[config.mk]
export PLATFORM = sky130hd
export DESIGN_NAME = crc16_frame_append_verify
export DESIGN_NICKNAME = d
export VERILOG_FILES = /design/src/rtl/cfv_pkg.sv /design/src/rtl/cfv_ram.sv /design/src/rtl/cfv_crc.sv /design/src/rtl/crc16_frame_append_verify.sv
export SDC_FILE = /design/constraint.sdc
export NUM_CORES = 1
export LEC_CHECK = 0
export ABC_AREA = 1
export BUFFER_PORTS_ARGS = -buffer_cell sky130_fd_sc_hd__buf_2
export CAP_MARGIN = 20
export CORE_MARGIN = 2
export CORE_UTILIZATION = 64
export CTS_BUF_LIST = sky130_fd_sc_hd__clkbuf_8 sky130_fd_sc_hd__clkbuf_16
export CTS_CLUSTER_DIAMETER = 120
export DETAILED_ROUTE_END_ITERATION = 7
export HOLD_SLACK_MARGIN = 0.1
export PLACE_DENSITY_LB_ADDON = 0.12
export SLEW_MARGIN = 25
export SYNTH_ARGS = -nofsm -noshare
export SYNTH_HDL_FRONTEND = slang
export SYNTH_HIERARCHICAL = 1
export SYNTH_SLANG_ARGS = --single-unit
[constraint.sdc]
create_clock -name clk -period 6 [get_ports clk]
set_input_delay 0.6 -clock clk [delete_from_list [all_inputs] [get_ports clk]]
set_output_delay 0.6 -clock clk [all_outputs]
set_load 0.01 [all_outputs]
[src/rtl/cfv_pkg.sv]
// Shared types, constants and the CRC-16 byte update for the CRC frame block.
// No dependencies; cfv_crc and crc16_frame_append_verify in rtl import this package.
`timescale 1ns / 1ps

package cfv_pkg;

    localparam int MAX_FRAME = 32;
    localparam int COUNT_W   = $clog2(MAX_FRAME + 1);
    localparam int ADDR_W    = $clog2(MAX_FRAME);

    localparam logic [15:0] CRC_INIT = 16'hFFFF;
    localparam logic [15:0] CRC_TOP  = 16'h8000;
    localparam logic [15:0] CRC_POLY = 16'h1021;

    localparam logic MODE_APPEND = 1'b0;
    localparam logic MODE_VERIFY = 1'b1;

    typedef struct packed {
        logic [7:0] data_byte;
        logic       last;
    } byte_item_t;

    typedef struct packed {
        logic [7:0] out_byte;
        logic       out_last;
        logic       check_ok;
        logic       overflow;
    } result_item_t;

    typedef enum logic [2:0] {
        ST_IN,
        ST_CRC_LO,
        ST_CRC_HI,
        ST_MSG,
        ST_VER
    } state_t;

    function automatic logic [15:0] crc16_byte(input logic [15:0] crc, input logic [7:0] b);
        logic [15:0] c;
        c = crc ^ {b, 8'h00};
        for (int k = 0; k < 8; k++)
        begin
            if ((c & CRC_TOP) != 16'h0000)
            begin
                c = {c[14:0], 1'b0} ^ CRC_POLY;
            end
            else
            begin
                c = {c[14:0], 1'b0};
            end
        end
        return c;
    endfunction

endpackage

[src/rtl/cfv_ram.sv]
// Single-port-write, single-port-read synchronous RAM with registered read data.
// Generic; no package dependency.
`timescale 1ns / 1ps

module cfv_ram #(
    parameter int DEPTH = 32,
    parameter int WIDTH = 8
) (
    input  logic                     clk,
    input  logic                     wr_en,
    input  logic [$clog2(DEPTH)-1:0] wr_addr,
    input  logic [WIDTH-1:0]         wr_data,
    input  logic                     rd_en,
    input  logic [$clog2(DEPTH)-1:0] rd_addr,
    output logic [WIDTH-1:0]         rd_data
);

    logic [WIDTH-1:0] mem [DEPTH];

    always_ff @(posedge clk)
    begin
        if (wr_en)
        begin
            mem[wr_addr] <= wr_data;
        end
    end

    always_ff @(posedge clk)
    begin
        if (rd_en)
        begin
            rd_data <= mem[rd_addr];
        end
    end

endmodule

[src/rtl/cfv_crc.sv]
// CRC-16 accumulator register: one byte update per cycle, synchronous clear.
// Depends on cfv_pkg for the byte update function and the initial value.
`timescale 1ns / 1ps

module cfv_crc (
    input  logic        clk,
    input  logic        rst_n,
    input  logic        clr,
    input  logic        upd,
    input  logic [7:0]  data_byte,
    output logic [15:0] crc
);

    import cfv_pkg::*;

    logic [15:0] crc_reg;
    logic [15:0] crc_next;

    always_comb
    begin
        crc_next = crc_reg;
        if (clr)
        begin
            crc_next = CRC_INIT;
        end
        else if (upd)
        begin
            crc_next = crc16_byte(crc_reg, data_byte);
        end
    end

    always_ff @(posedge clk or negedge rst_n)
    begin
        if (!rst_n)
        begin
            crc_reg <= CRC_INIT;
        end
        else
        begin
            crc_reg <= crc_next;
        end
    end

    assign crc = crc_reg;

endmodule

[src/rtl/crc16_frame_append_verify.sv]
// CRC-16 frame append / verify block. New bytes are taken only in ST_IN.
// Append mode: after the last byte, the CRC low byte, the CRC high byte, then the stored
// message bytes leave at one per cycle while result_ready is held high.
// Verify mode: one result item, registered out of ST_VER once the output slot is free.
// Reset (rst_n low, asynchronous) sets mode to append and clears the frame state;
// the message RAM is not cleared and needs no clearing pass.
`timescale 1ns / 1ps

module crc16_frame_append_verify (
    input  logic                  clk,
    input  logic                  rst_n,
    input  logic                  mode_we,
    input  logic                  mode_wdata,
    input  logic                  byte_valid,
    output logic                  byte_ready,
    input  cfv_pkg::byte_item_t   byte_item,
    output logic                  result_valid,
    input  logic                  result_ready,
    output cfv_pkg::result_item_t result_item
);

    import cfv_pkg::*;

    state_t              state_reg, state_next;
    logic                mode_reg, mode_next;
    logic [COUNT_W-1:0]  count_reg, count_next;
    logic [COUNT_W-1:0]  idx_reg, idx_next;
    logic [15:0]         stored_reg, stored_next;
    logic                ovf_reg, ovf_next;
    logic                out_valid_reg, out_valid_next;
    result_item_t        out_reg, out_next;

    logic                slot_free;
    logic                accept;
    logic                crc_clr, crc_upd;
    logic [15:0]         crc;
    logic                wr_en, rd_en;
    logic [ADDR_W-1:0]   rd_addr;
    logic [7:0]          rd_data;
    logic [COUNT_W-1:0]  idx_inc;

    cfv_crc u_crc (
        .clk       (clk),
        .rst_n     (rst_n),
        .clr       (crc_clr),
        .upd       (crc_upd),
        .data_byte (byte_item.data_byte),
        .crc       (crc)
    );

    cfv_ram #(
        .DEPTH (MAX_FRAME),
        .WIDTH (8)
    ) u_store (
        .clk     (clk),
        .wr_en   (wr_en),
        .wr_addr (count_reg[ADDR_W-1:0]),
        .wr_data (byte_item.data_byte),
        .rd_en   (rd_en),
        .rd_addr (rd_addr),
        .rd_data (rd_data)
    );

    assign byte_ready = (state_reg == ST_IN);
    assign accept     = byte_valid && byte_ready;
    assign slot_free  = !out_valid_reg || result_ready;
    assign idx_inc    = idx_reg + COUNT_W'(1);

    always_comb
    begin
        state_next     = state_reg;
        mode_next      = mode_reg;
        count_next     = count_reg;
        idx_next       = idx_reg;
        stored_next    = stored_reg;
        ovf_next       = ovf_reg;
        out_valid_next = out_valid_reg && !result_ready;
        out_next       = out_reg;
        crc_clr        = 1'b0;
        crc_upd        = 1'b0;
        wr_en          = 1'b0;
        rd_en          = 1'b0;
        rd_addr        = idx_inc[ADDR_W-1:0];

        unique case (state_reg)
            ST_IN:
            begin
                if (accept)
                begin
                    if (mode_reg == MODE_APPEND)
                    begin
                        if (count_reg < COUNT_W'(MAX_FRAME - 2))
                        begin
                            wr_en      = 1'b1;
                            crc_upd    = 1'b1;
                            count_next = count_reg + COUNT_W'(1);
                        end
                        else
                        begin
                            ovf_next = 1'b1;
                        end
                        if (byte_item.last)
                        begin
                            state_next = ST_CRC_LO;
                        end
                    end
                    else
                    begin
                        if (count_reg < COUNT_W'(MAX_FRAME))
                        begin
                            if (count_reg == COUNT_W'(0))
                            begin
                                stored_next = {8'h00, byte_item.data_byte};
                            end
                            else if (count_reg == COUNT_W'(1))
                            begin
                                stored_next = {byte_item.data_byte, stored_reg[7:0]};
                            end
                            else
                            begin
                                crc_upd = 1'b1;
                            end
                            count_next = count_reg + COUNT_W'(1);
                        end
                        else
                        begin
                            ovf_next = 1'b1;
                        end
                        if (byte_item.last)
                        begin
                            state_next = ST_VER;
                        end
                    end
                end
            end
            ST_CRC_LO:
            begin
                if (slot_free)
                begin
                    out_valid_next = 1'b1;
                    out_next       = '{out_byte: crc[7:0],
                                       out_last: (count_reg == COUNT_W'(0)),
                                       check_ok: 1'b0,
                                       overflow: ovf_reg};
                    state_next     = ST_CRC_HI;
                end
            end
            ST_CRC_HI:
            begin
                if (slot_free)
                begin
                    out_valid_next = 1'b1;
                    out_next       = '{out_byte: crc[15:8], out_last: 1'b0,
                                       check_ok: 1'b0, overflow: ovf_reg};
                    if (count_reg == COUNT_W'(0))
                    begin
                        crc_clr     = 1'b1;
                        count_next  = '0;
                        stored_next = '0;
                        ovf_next    = 1'b0;
                        state_next  = ST_IN;
                    end
                    else
                    begin
                        rd_en      = 1'b1;
                        rd_addr    = '0;
                        idx_next   = '0;
                        state_next = ST_MSG;
                    end
                end
            end
            ST_MSG:
            begin
                if (slot_free)
                begin
                    out_valid_next = 1'b1;
                    out_next       = '{out_byte: rd_data,
                                       out_last: (idx_inc == count_reg),
                                       check_ok: 1'b0,
                                       overflow: ovf_reg};
                    if (idx_inc == count_reg)
                    begin
                        crc_clr     = 1'b1;
                        count_next  = '0;
                        stored_next = '0;
                        ovf_next    = 1'b0;
                        state_next  = ST_IN;
                    end
                    else
                    begin
                        rd_en    = 1'b1;
                        idx_next = idx_inc;
                    end
                end
            end
            ST_VER:
            begin
                if (slot_free)
                begin
                    out_valid_next = 1'b1;
                    out_next       = '{out_byte: 8'h00, out_last: 1'b1,
                                       check_ok: (count_reg >= COUNT_W'(2))
                                                 && (stored_reg == crc),
                                       overflow: ovf_reg};
                    crc_clr        = 1'b1;
                    count_next     = '0;
                    stored_next    = '0;
                    ovf_next       = 1'b0;
                    state_next     = ST_IN;
                end
            end
            default:
            begin
                state_next = ST_IN;
            end
        endcase

        // clear the CRC, count, stored CRC and overflow of any frame in progress on a mode write; state is kept
        if (mode_we)
        begin
            mode_next   = mode_wdata;
            crc_clr     = 1'b1;
            crc_upd     = 1'b0;
            count_next  = '0;
            stored_next = '0;
            ovf_next    = 1'b0;
        end
    end

    always_ff @(posedge clk or negedge rst_n)
    begin
        if (!rst_n)
        begin
            state_reg     <= ST_IN;
            mode_reg      <= MODE_APPEND;
            count_reg     <= '0;
            idx_reg       <= '0;
            stored_reg    <= '0;
            ovf_reg       <= 1'b0;
            out_valid_reg <= 1'b0;
        end
        else
        begin
            state_reg     <= state_next;
            mode_reg      <= mode_next;
            count_reg     <= count_next;
            idx_reg       <= idx_next;
            stored_reg    <= stored_next;
            ovf_reg       <= ovf_next;
            out_valid_reg <= out_valid_next;
        end
    end

    always_ff @(posedge clk)
    begin
        out_reg <= out_next;
    end

    assign result_valid = out_valid_reg;
    assign result_item  = out_reg;

    a_count_bound: assert property (@(posedge clk) disable iff (!rst_n)
        count_reg <= COUNT_W'(MAX_FRAME))
        else $error("byte count beyond frame capacity");

    a_idx_in_range: assert property (@(posedge clk) disable iff (!rst_n)
        (state_reg == ST_MSG) |-> (idx_reg < count_reg))
        else $error("replay index past stored message");

    a_ver_clears: assert property (@(posedge clk) disable iff (!rst_n)
        (state_reg == ST_VER && slot_free && !mode_we)
            |=> (state_reg == ST_IN && count_reg == '0 && !ovf_reg && result_valid))
        else $error("verify result did not close the frame");

    a_write_only_append: assert property (@(posedge clk) disable iff (!rst_n)
        wr_en |-> (accept && mode_reg == MODE_APPEND))
        else $error("message store written outside an append transaction");

endmodule

==> run summary, run 1 <==
pwr dens - 482 nW/um2
final instance area - 16300 um2
clock-pin transition on the worst setup and hold timing paths - 0.07 ns
CP max FO - 72
PnR worst setup slack - 2.32 ns
worst slew pin tran - 1.06 ns
Syn-to-layout area delta - 8.63%
Tot GR Track Use - 29.7%
Setup crit end kind - flip-flop
Int Power - 0.00491 W
CP startpoint - count_reg[1]$_DFFE_PN0P_
R2R cell count - 19
total core area - 23300 um2
crit path kind - reg -> reg
Pins Over Slew Limit - 0
Synth cell types - 39
n_diodes - 0
CP required - 6.32 ns
initial core utilization - 64.6%
peak supply drop - 324 uV
Setup Buffers After CTS - 0
ratio of cells with drive above 1 in the final layout - 11.0%
Antenna Nets Post-Route - 0
Switching Power - 0.00296 W
Resized cells post-CTS - 0
CTS Root Cell - clkbuf_16
htree depth - 1
r2r startpoint - count_reg[1]$_DFFE_PN0P_
leakage - 6.49 nW
leading area contributor after synthesis - edfxtp_1
final worst path period share - 61.4%
clock sink total - 325
Flop pwr share - 37.6%
final hold vios - 0
die area - 24700 um2
register area share after synthesis - 63.4%
Placed Cells - 1784
DR vias/cell - 5.86
first-pass GRT wire length - 55700 um
die height - 157 um
CTS tree - built
status - completed
DR WL/cell - 19.4 um
worst reg2reg path endpoint - u_store/rd_data[2]$_DFFE_PP_
Switching Fraction - 37.6%
post-synth top area share - 55.0%
initial antenna violation count - 0
Hold Path Class - in -> async
fin crit period - 3.68 ns
setup_tns - 0 ns
routability cong. - 0.856
initial drt markers - 1126
total power - 0.00787 W
met2 WL - 16700 um
DP Area - 15200 um2
Cell Area, Synth - 15000 um2
Post-Synthesis Cells - 1487
nets@finish - 1517
Clock power frac - 27.6%
max_cap viols - 0
Max Clk Rate - 271 MHz
CP Launch Type - flip-flop
Clock Path Buffers - 3
Comb pwr share - 34.7%
met3 WL - 3540 um
crit path DAT - 4.00 ns
vias in the first global route - 10100
Non-Filler Instances - 1842
reg-to-reg slack, setup - 2.32 ns
pin count of the biggest net entering global routing - 73
Place WS - 2.37 ns
Fillers - 1732
IO Pins - 28
final setup violation count - 0
Avg Cell Area, Syn - 10.1 um2
Post-Syn Nets - 1506
first drt pass iteration count - 5
relative slew slack - 29.3%
DRC violations left - 0
Congestion Overflow GR - 0
ranking of synthesized cells by area - edfxtp_1 55%, nand2_1 14%, nand3_1 8.3%
hpwl dp - 21700 um
Routed WL - 35800 um
flops & latches, synth - 325
cts bufs inserted - 31
Die Width - 157 um
skew final - 0.0154 ns
Setup crit end - u_store/rd_data[2]$_DFFE_PP_
Synth Warn # - 6
routed vias - 10800
# rows - 56
highest metal used - met4
Port Buffers - 27
Metal-1 WL - 14700 um
max reg flops - 256
cts hold-fix bufs - 0
Worst-Skew Late Latency - 0.57 ns
RSZ-0062 raised after global routing - false
## final cells by class
class                      instances  area, um2  share of cell area (%)
clock buffer                      31        776                    4.75
tap                              319        399                    2.45
clock inverter                    27        374                    2.29
sequential                       325       9530                    58.4
timing repair buffer              40        233                    1.43
multi-input combinational       1019       4700                    28.8
inverter                          81        308                    1.89
## placed cells by master, fill, tap and decap left out, drive strengths merged
cell type	netlist	layout
nand2	569	569
edfxtp	275	275
nand3	258	258
nor2	83	83
inv	78	80
buf	54	40
dfrtp	34	34
clkbuf	8	31
nand4	30	30
dfstp	16	16
clkinv	3	16
o21ai	14	14
a21oi	13	13
xnor2	9	9
bufinv	0	9
or2	8	8
nor3	8	8
xor2	6	6
ha	4	4
a22oi	4	4
a221oi	3	3
clkinvlp	0	3
a31oi	3	3
nand3b	3	3
o211ai	2	2
o21bai	1	1
a211oi	1	1
## how the worst min path moves through the flow
stage | from | to
floorplan | rst_n | count_reg[0]$_DFFE_PN0P_
global placement | ovf_reg$_DFFE_PN0P_ | result_item[0]$_DFFE_PP_
detailed placement | ovf_reg$_DFFE_PN0P_ | result_item[0]$_DFFE_PP_
CTS | rst_n | state_reg[1]$_DFFE_PN0P_
global route | rst_n | stored_reg[4]$_DFFE_PN0P_
finish | rst_n | count_reg[1]$_DFFE_PN0P_
## Yosys cell counts (all sizes together)
cell type and instances:
a211oi 1, a21oi 13, a221oi 3, a22oi 4, a31oi 3, buf 54
clkbuf 8, clkinv 3, dfrtp 34, dfstp 16, edfxtp 275, ha 4
inv 78, nand2 569, nand3 258, nand3b 3, nand4 30, nor2 83
nor3 8, o211ai 2, o21ai 14, o21bai 1, or2 8, xnor2 9
xor2 6
## worst max-delay path: stages, from the launching register on
cell and delay (ns):
dfrtp_1 0.49, inv_2 0.13, ha_1 0.23, nand3_4 0.13
nand2_1 0.08, inv_1 0.06, nand2_1 0.16, nand2_1 0.10
clkinv_2 0.05, buf_4 0.52, clkinv_2 0.14, buf_4 0.38
nand2_1 0.14, nand3_1 0.08, nand3_1 0.14, nand2_1 0.07
nand2_1 0.16, nand2_1 0.09, nand2_1 0.10, nand2_1 0.06
## logic make-up (layout without fill, tap and decap cells)
logic type / after synthesis / in the layout / synth area share [%]
flip-flops: 325 / 325 / 63.4
AND/OR/NAND/NOR: 959 / 959 / 28.5
AO/OA/AOI/OAI: 41 / 41 / 1.63
XOR/XNOR: 15 / 15 / 0.874
adder cells (fa/ha/maj): 4 / 4 / 0.333
buffers and inverters: 143 / 179 / 5.28
## metrics by stage
stage	utilization, %	hold WS (ns)
after detailed placement	65.2	0.438
after global placement	65.2	0.437
after floorplan	-	0.304
final	70.2	0.165
after global routing	70.2	0.222
after CTS	70.2	0.166
## layer usage
metal,vias to the layer above,GRT usage [%]
met5,-,0
met4,0,7.92
met3,75,5.81
met2,490,46.6
met1,5153,43.0
li1,5068,-
## power by group through the flow
stage,Sequential (W),Combinational [W],Clock [W]
3_3_place_gp,0.00299,0.00263,0
3_5_place_dp,0.00300,0.00268,0
2_1_floorplan,0.00294,0.00218,0
4_1_cts,0.00295,0.00270,0.00220
5_1_grt,0.00298,0.00303,0.00228
6_report,0.00296,0.00273,0.00217
(Power assumes the default switching activity.)
==> inputs of run 2 (changes only) <==
--- a/config.mk
+++ b/config.mk
@@ -5,11 +5,11 @@
 export SDC_FILE = /design/constraint.sdc
 export NUM_CORES = 1
 export LEC_CHECK = 0
-export ABC_AREA = 1
+export ABC_AREA = 0
 export BUFFER_PORTS_ARGS = -buffer_cell sky130_fd_sc_hd__buf_2
 export CAP_MARGIN = 20
 export CORE_MARGIN = 2
-export CORE_UTILIZATION = 64
+export CORE_UTILIZATION = 56
 export CTS_BUF_LIST = sky130_fd_sc_hd__clkbuf_8 sky130_fd_sc_hd__clkbuf_16
 export CTS_CLUSTER_DIAMETER = 120
 export DETAILED_ROUTE_END_ITERATION = 7
==> constraint.sdc (replaced) <==
create_clock -name clk -period 3.23 [get_ports clk]
set_input_delay 0.323 -clock clk [delete_from_list [all_inputs] [get_ports clk]]
set_output_delay 0.323 -clock clk [all_outputs]
set_load 0.01 [all_outputs]
==> run summary, run 2 <==
status - completed (unchanged)
commonest non-fill, non-tap cell in the layout - edfxtp_1 (was nand2_1)
Post-synth EDFFs - 275 (unchanged)
die height - 162 um (was 157 um)
peak supply drop - 503 uV (was 324 uV)
Avg Cell Area, Syn - 17.8 um2 (was 10.1 um2)
vias in the first global route - 7958 (was 10100)
top-count cell post-synth - edfxtp_1 (was nand2_1)
commonest cells in the netlist - 275 x edfxtp_1, 80 x mux4_2, 64 x nor2_1 (was 559 x nand2_1, 275 x edfxtp_1, 248 x nand3_1)
Post-Synth Simple-Gate Area - 6.03% (was 28.5%)
Clock power frac - 28.8% (was 27.6%)
final setup violation count - 0 (unchanged)
Antenna Nets Post-Route - 0 (unchanged)
Switching Power - 0.00379 W (was 0.00296 W)
pwr dens - 793 nW/um2 (was 482 nW/um2)
hpwl dp - 20400 um (was 21700 um)
pin count of the biggest net entering global routing - 51 (was 73)
fin crit period - 3.13 ns (was 3.68 ns)
Switching Fraction - 29.6% (was 37.6%)
die area - 26300 um2 (was 24700 um2)
Tot GR Track Use - 25.5% (was 29.7%)
Synth Warn # - 6 (unchanged)
htree depth - 2 (was 1)
flops & latches, synth - 325 (unchanged)
cts bufs inserted - 35 (was 31)
CTS tree - built (unchanged)
CP required - 3.49 ns (was 6.32 ns)
Worst-Skew Late Latency - 0.52 ns (was 0.57 ns)
IO Pins - 28 (unchanged)
ranking of synthesized cells by area - edfxtp_1 59%, mux4_2 13%, dfrtp_1 6.1% (was edfxtp_1 55%, nand2_1 14%, nand3_1 8.3%)
CP max FO - 50 (was 72)
Syn-to-layout area delta - 15.4% (was 8.63%)
Die Width - 162 um (was 157 um)
Post-Synthesis Cells - 788 (was 1487)
max_cap viols - 0 (unchanged)
Max Clk Rate - 320 MHz (was 271 MHz)
Post-Syn Nets - 807 (was 1506)
leakage - 5.64 nW (was 6.49 nW)
Int Power - 0.00903 W (was 0.00491 W)
DRC violations left - 0 (unchanged)
crit path kind - reg -> reg (unchanged)
register area share after synthesis - 68.1% (was 63.4%)
Fillers - 1677 (was 1732)
CP Launch Type - flip-flop (unchanged)
Synth Area in Compound Gates - 4.50% (was 1.63%)
CTS Root Cell - clkbuf_16 (unchanged)
Routed WL - 31800 um (was 35800 um)
area of the multi-input gates - 4270 um2 (was 4700 um2)
Flop pwr share - 40.1% (was 37.6%)
initial drt markers - 1031 (was 1126)
Cell Area, Synth - 14000 um2 (was 15000 um2)
FF/Latch Area - 9530 um2 (about the same)
clock sink total - 325 (unchanged)
worst slew pin tran - 0.959 ns (was 1.06 ns)
max reg flops - 256 (unchanged)
final hold vios - 0 (unchanged)
# rows - 57 (was 56)
leading area contributor after synthesis - edfxtp_1 (unchanged)
Congestion Overflow GR - 0 (unchanged)
clock-pin transition on the worst setup and hold timing paths - 0.06 ns (was 0.07 ns)
mux cell area share after synthesis - 14.6% (was 0%)
first drt pass iteration count - 5 (unchanged)
Async SR Flop Fraction - 15.4% (unchanged)
total core area - 24500 um2 (was 23300 um2)
Top FF cell, synth - edfxtp_1 (unchanged)
main combinational cell family by area after synthesis - multiplexers (was simple AND/OR/NAND/NOR gates)
n_diodes - 0 (unchanged)
setup_tns - 0 ns (unchanged)
initial antenna violation count - 0 (unchanged)
initial core utilization - 57.2% (was 64.6%)
DR WL/cell - 25.7 um (was 19.4 um)
first-pass GRT wire length - 49000 um (was 55700 um)
relative slew slack - 35.6% (was 29.3%)
Synth cell types - 60 (was 39)
Synth Area in XOR/XNOR - 4.76% (was 0.874%)
routability cong. - 0.823 (was 0.856)
Hold Path Class - in -> reg (was in -> async)
most frequent cells in the layout - 275 x edfxtp_1, 80 x mux4_2, 69 x buf_4 (was 559 x nand2_1, 275 x edfxtp_1, 248 x nand3_1)
Non-Filler Instances - 1239 (was 1842)
Placed Cells - 1171 (was 1784)
Setup crit end kind - flip-flop (unchanged)
nets@finish - 910 (was 1517)
Pins Over Slew Limit - 0 (unchanged)
ratio of cells with drive above 1 in the final layout - 30.4% (was 11.0%)
routed vias - 7763 (was 10800)
DR vias/cell - 6.27 (was 5.86)
Port Buffers - 27 (unchanged)
Clock Path Buffers - 3 (unchanged)
RSZ-0062 raised after global routing - false (unchanged)
Synth Area in Adders - 0.358% (was 0.333%)
final worst path period share - 96.8% (was 61.4%)
skew final - 0.0199 ns (was 0.0154 ns)
crit path DAT - 3.39 ns (was 4.00 ns)
Comb pwr share - 31.1% (was 34.7%)
post-synth top area share - 59.0% (was 55.0%)
## run 2: power by group through the flow
stage,clock network [W],registers (W),logic (W)
6_report,0.00369,0.00514,0.00399
5_1_grt,0.00394,0.00516,0.00429
4_1_cts,0.00376,0.00513,0.00397
3_5_place_dp,0,0.00522,0.00394
3_3_place_gp,0,0.00521,0.00387
2_1_floorplan,0,0.00516,0.00279
## run 2: cells by family (layout without fill, tap and decap cells)
| family | after synthesis | in the layout |
|---|---|---|
| compound gates | 82 | 82 |
| xor+xnor | 55 | 55 |
| fa+ha+maj | 4 | 4 |
| flops | 325 | 325 |
| mux | 103 | 103 |
| simple gates | 172 | 172 |
| buf+inv | 47 | 174 |
## run 2: per-layer routing
metal / track usage, % / wire length, um
met3: 4.57 / 2070
met5: 0 / 0
met4: 6.88 / 756
met1: 36.8 / 13600
met2: 41.0 / 15500
## run 2: worst max-delay path: stages (launching register included)
cell and delay (ns):
dfrtp_1 0.41, nor4_4 0.29, and2_0 0.22, nor3_2 0.08, buf_4 0.16, nor2_4 0.18
buf_12 0.29, mux4_2 0.36, mux4_2 0.53, mux2_2 0.29
## run 2: worst paths after layout
path | end | slack (ns) | startpoint | depth (start not counted)
max | u_store/rd_data[2]$_DFFE_PP_ | 0.10 | count_reg[5]$_DFFE_PN0P_ | 9
min | mode_reg$_DFFE_PN0P_ | 0.15 | mode_we | 2
max reg2reg | u_store/rd_data[2]$_DFFE_PP_ | 0.10 | count_reg[5]$_DFFE_PN0P_ | 9
min reg2reg | result_item[0]$_DFFE_PP_ | 0.46 | ovf_reg$_DFFE_PN0P_ | 0
max in group asynchronous | count_reg[3]$_DFFE_PN0P_ | 2.39 | rst_n | 2
min in group asynchronous | idx_reg[0]$_DFFE_PN0P_ | 0.38 | rst_n | 2
## run 2: metrics by stage
stage / cell area [um2] / utilization, % / setup slack [ns] / hold slack, ns / total power [W]
4_1_cts: 16100 / 65.8 / 0.0491 / 0.136 / 0.0129
5_1_grt: 16200 / 66.0 / 0.0103 / 0.142 / 0.0134
2_1_floorplan: 14000 / - / 0.00940 / 0.0274 / 0.00795
6_report: 16200 / 66.0 / 0.102 / 0.150 / 0.0128
3_5_place_dp: 15000 / 61.4 / 0.0709 / 0.387 / 0.00916
3_3_place_gp: 15000 / 61.4 / 0.104 / 0.447 / 0.00908
## run 2: area by class of cell
cell class	instances	area share, %
inverters	7	0.163
clock buffers	35	5.42
repair buffers	106	5.30
clock inverters	26	1.14
flip-flops and latches	325	59.0
well taps	324	2.51
multi-input cells	416	26.5
## run 2: what timing repair did
item	4_1_cts	5_1_grt
gates resized for setup	0	2
endpoints found under the setup margin	0	5
endpoints found under the hold margin	35	0
buffers inserted	0	5
hold buffers	2	0
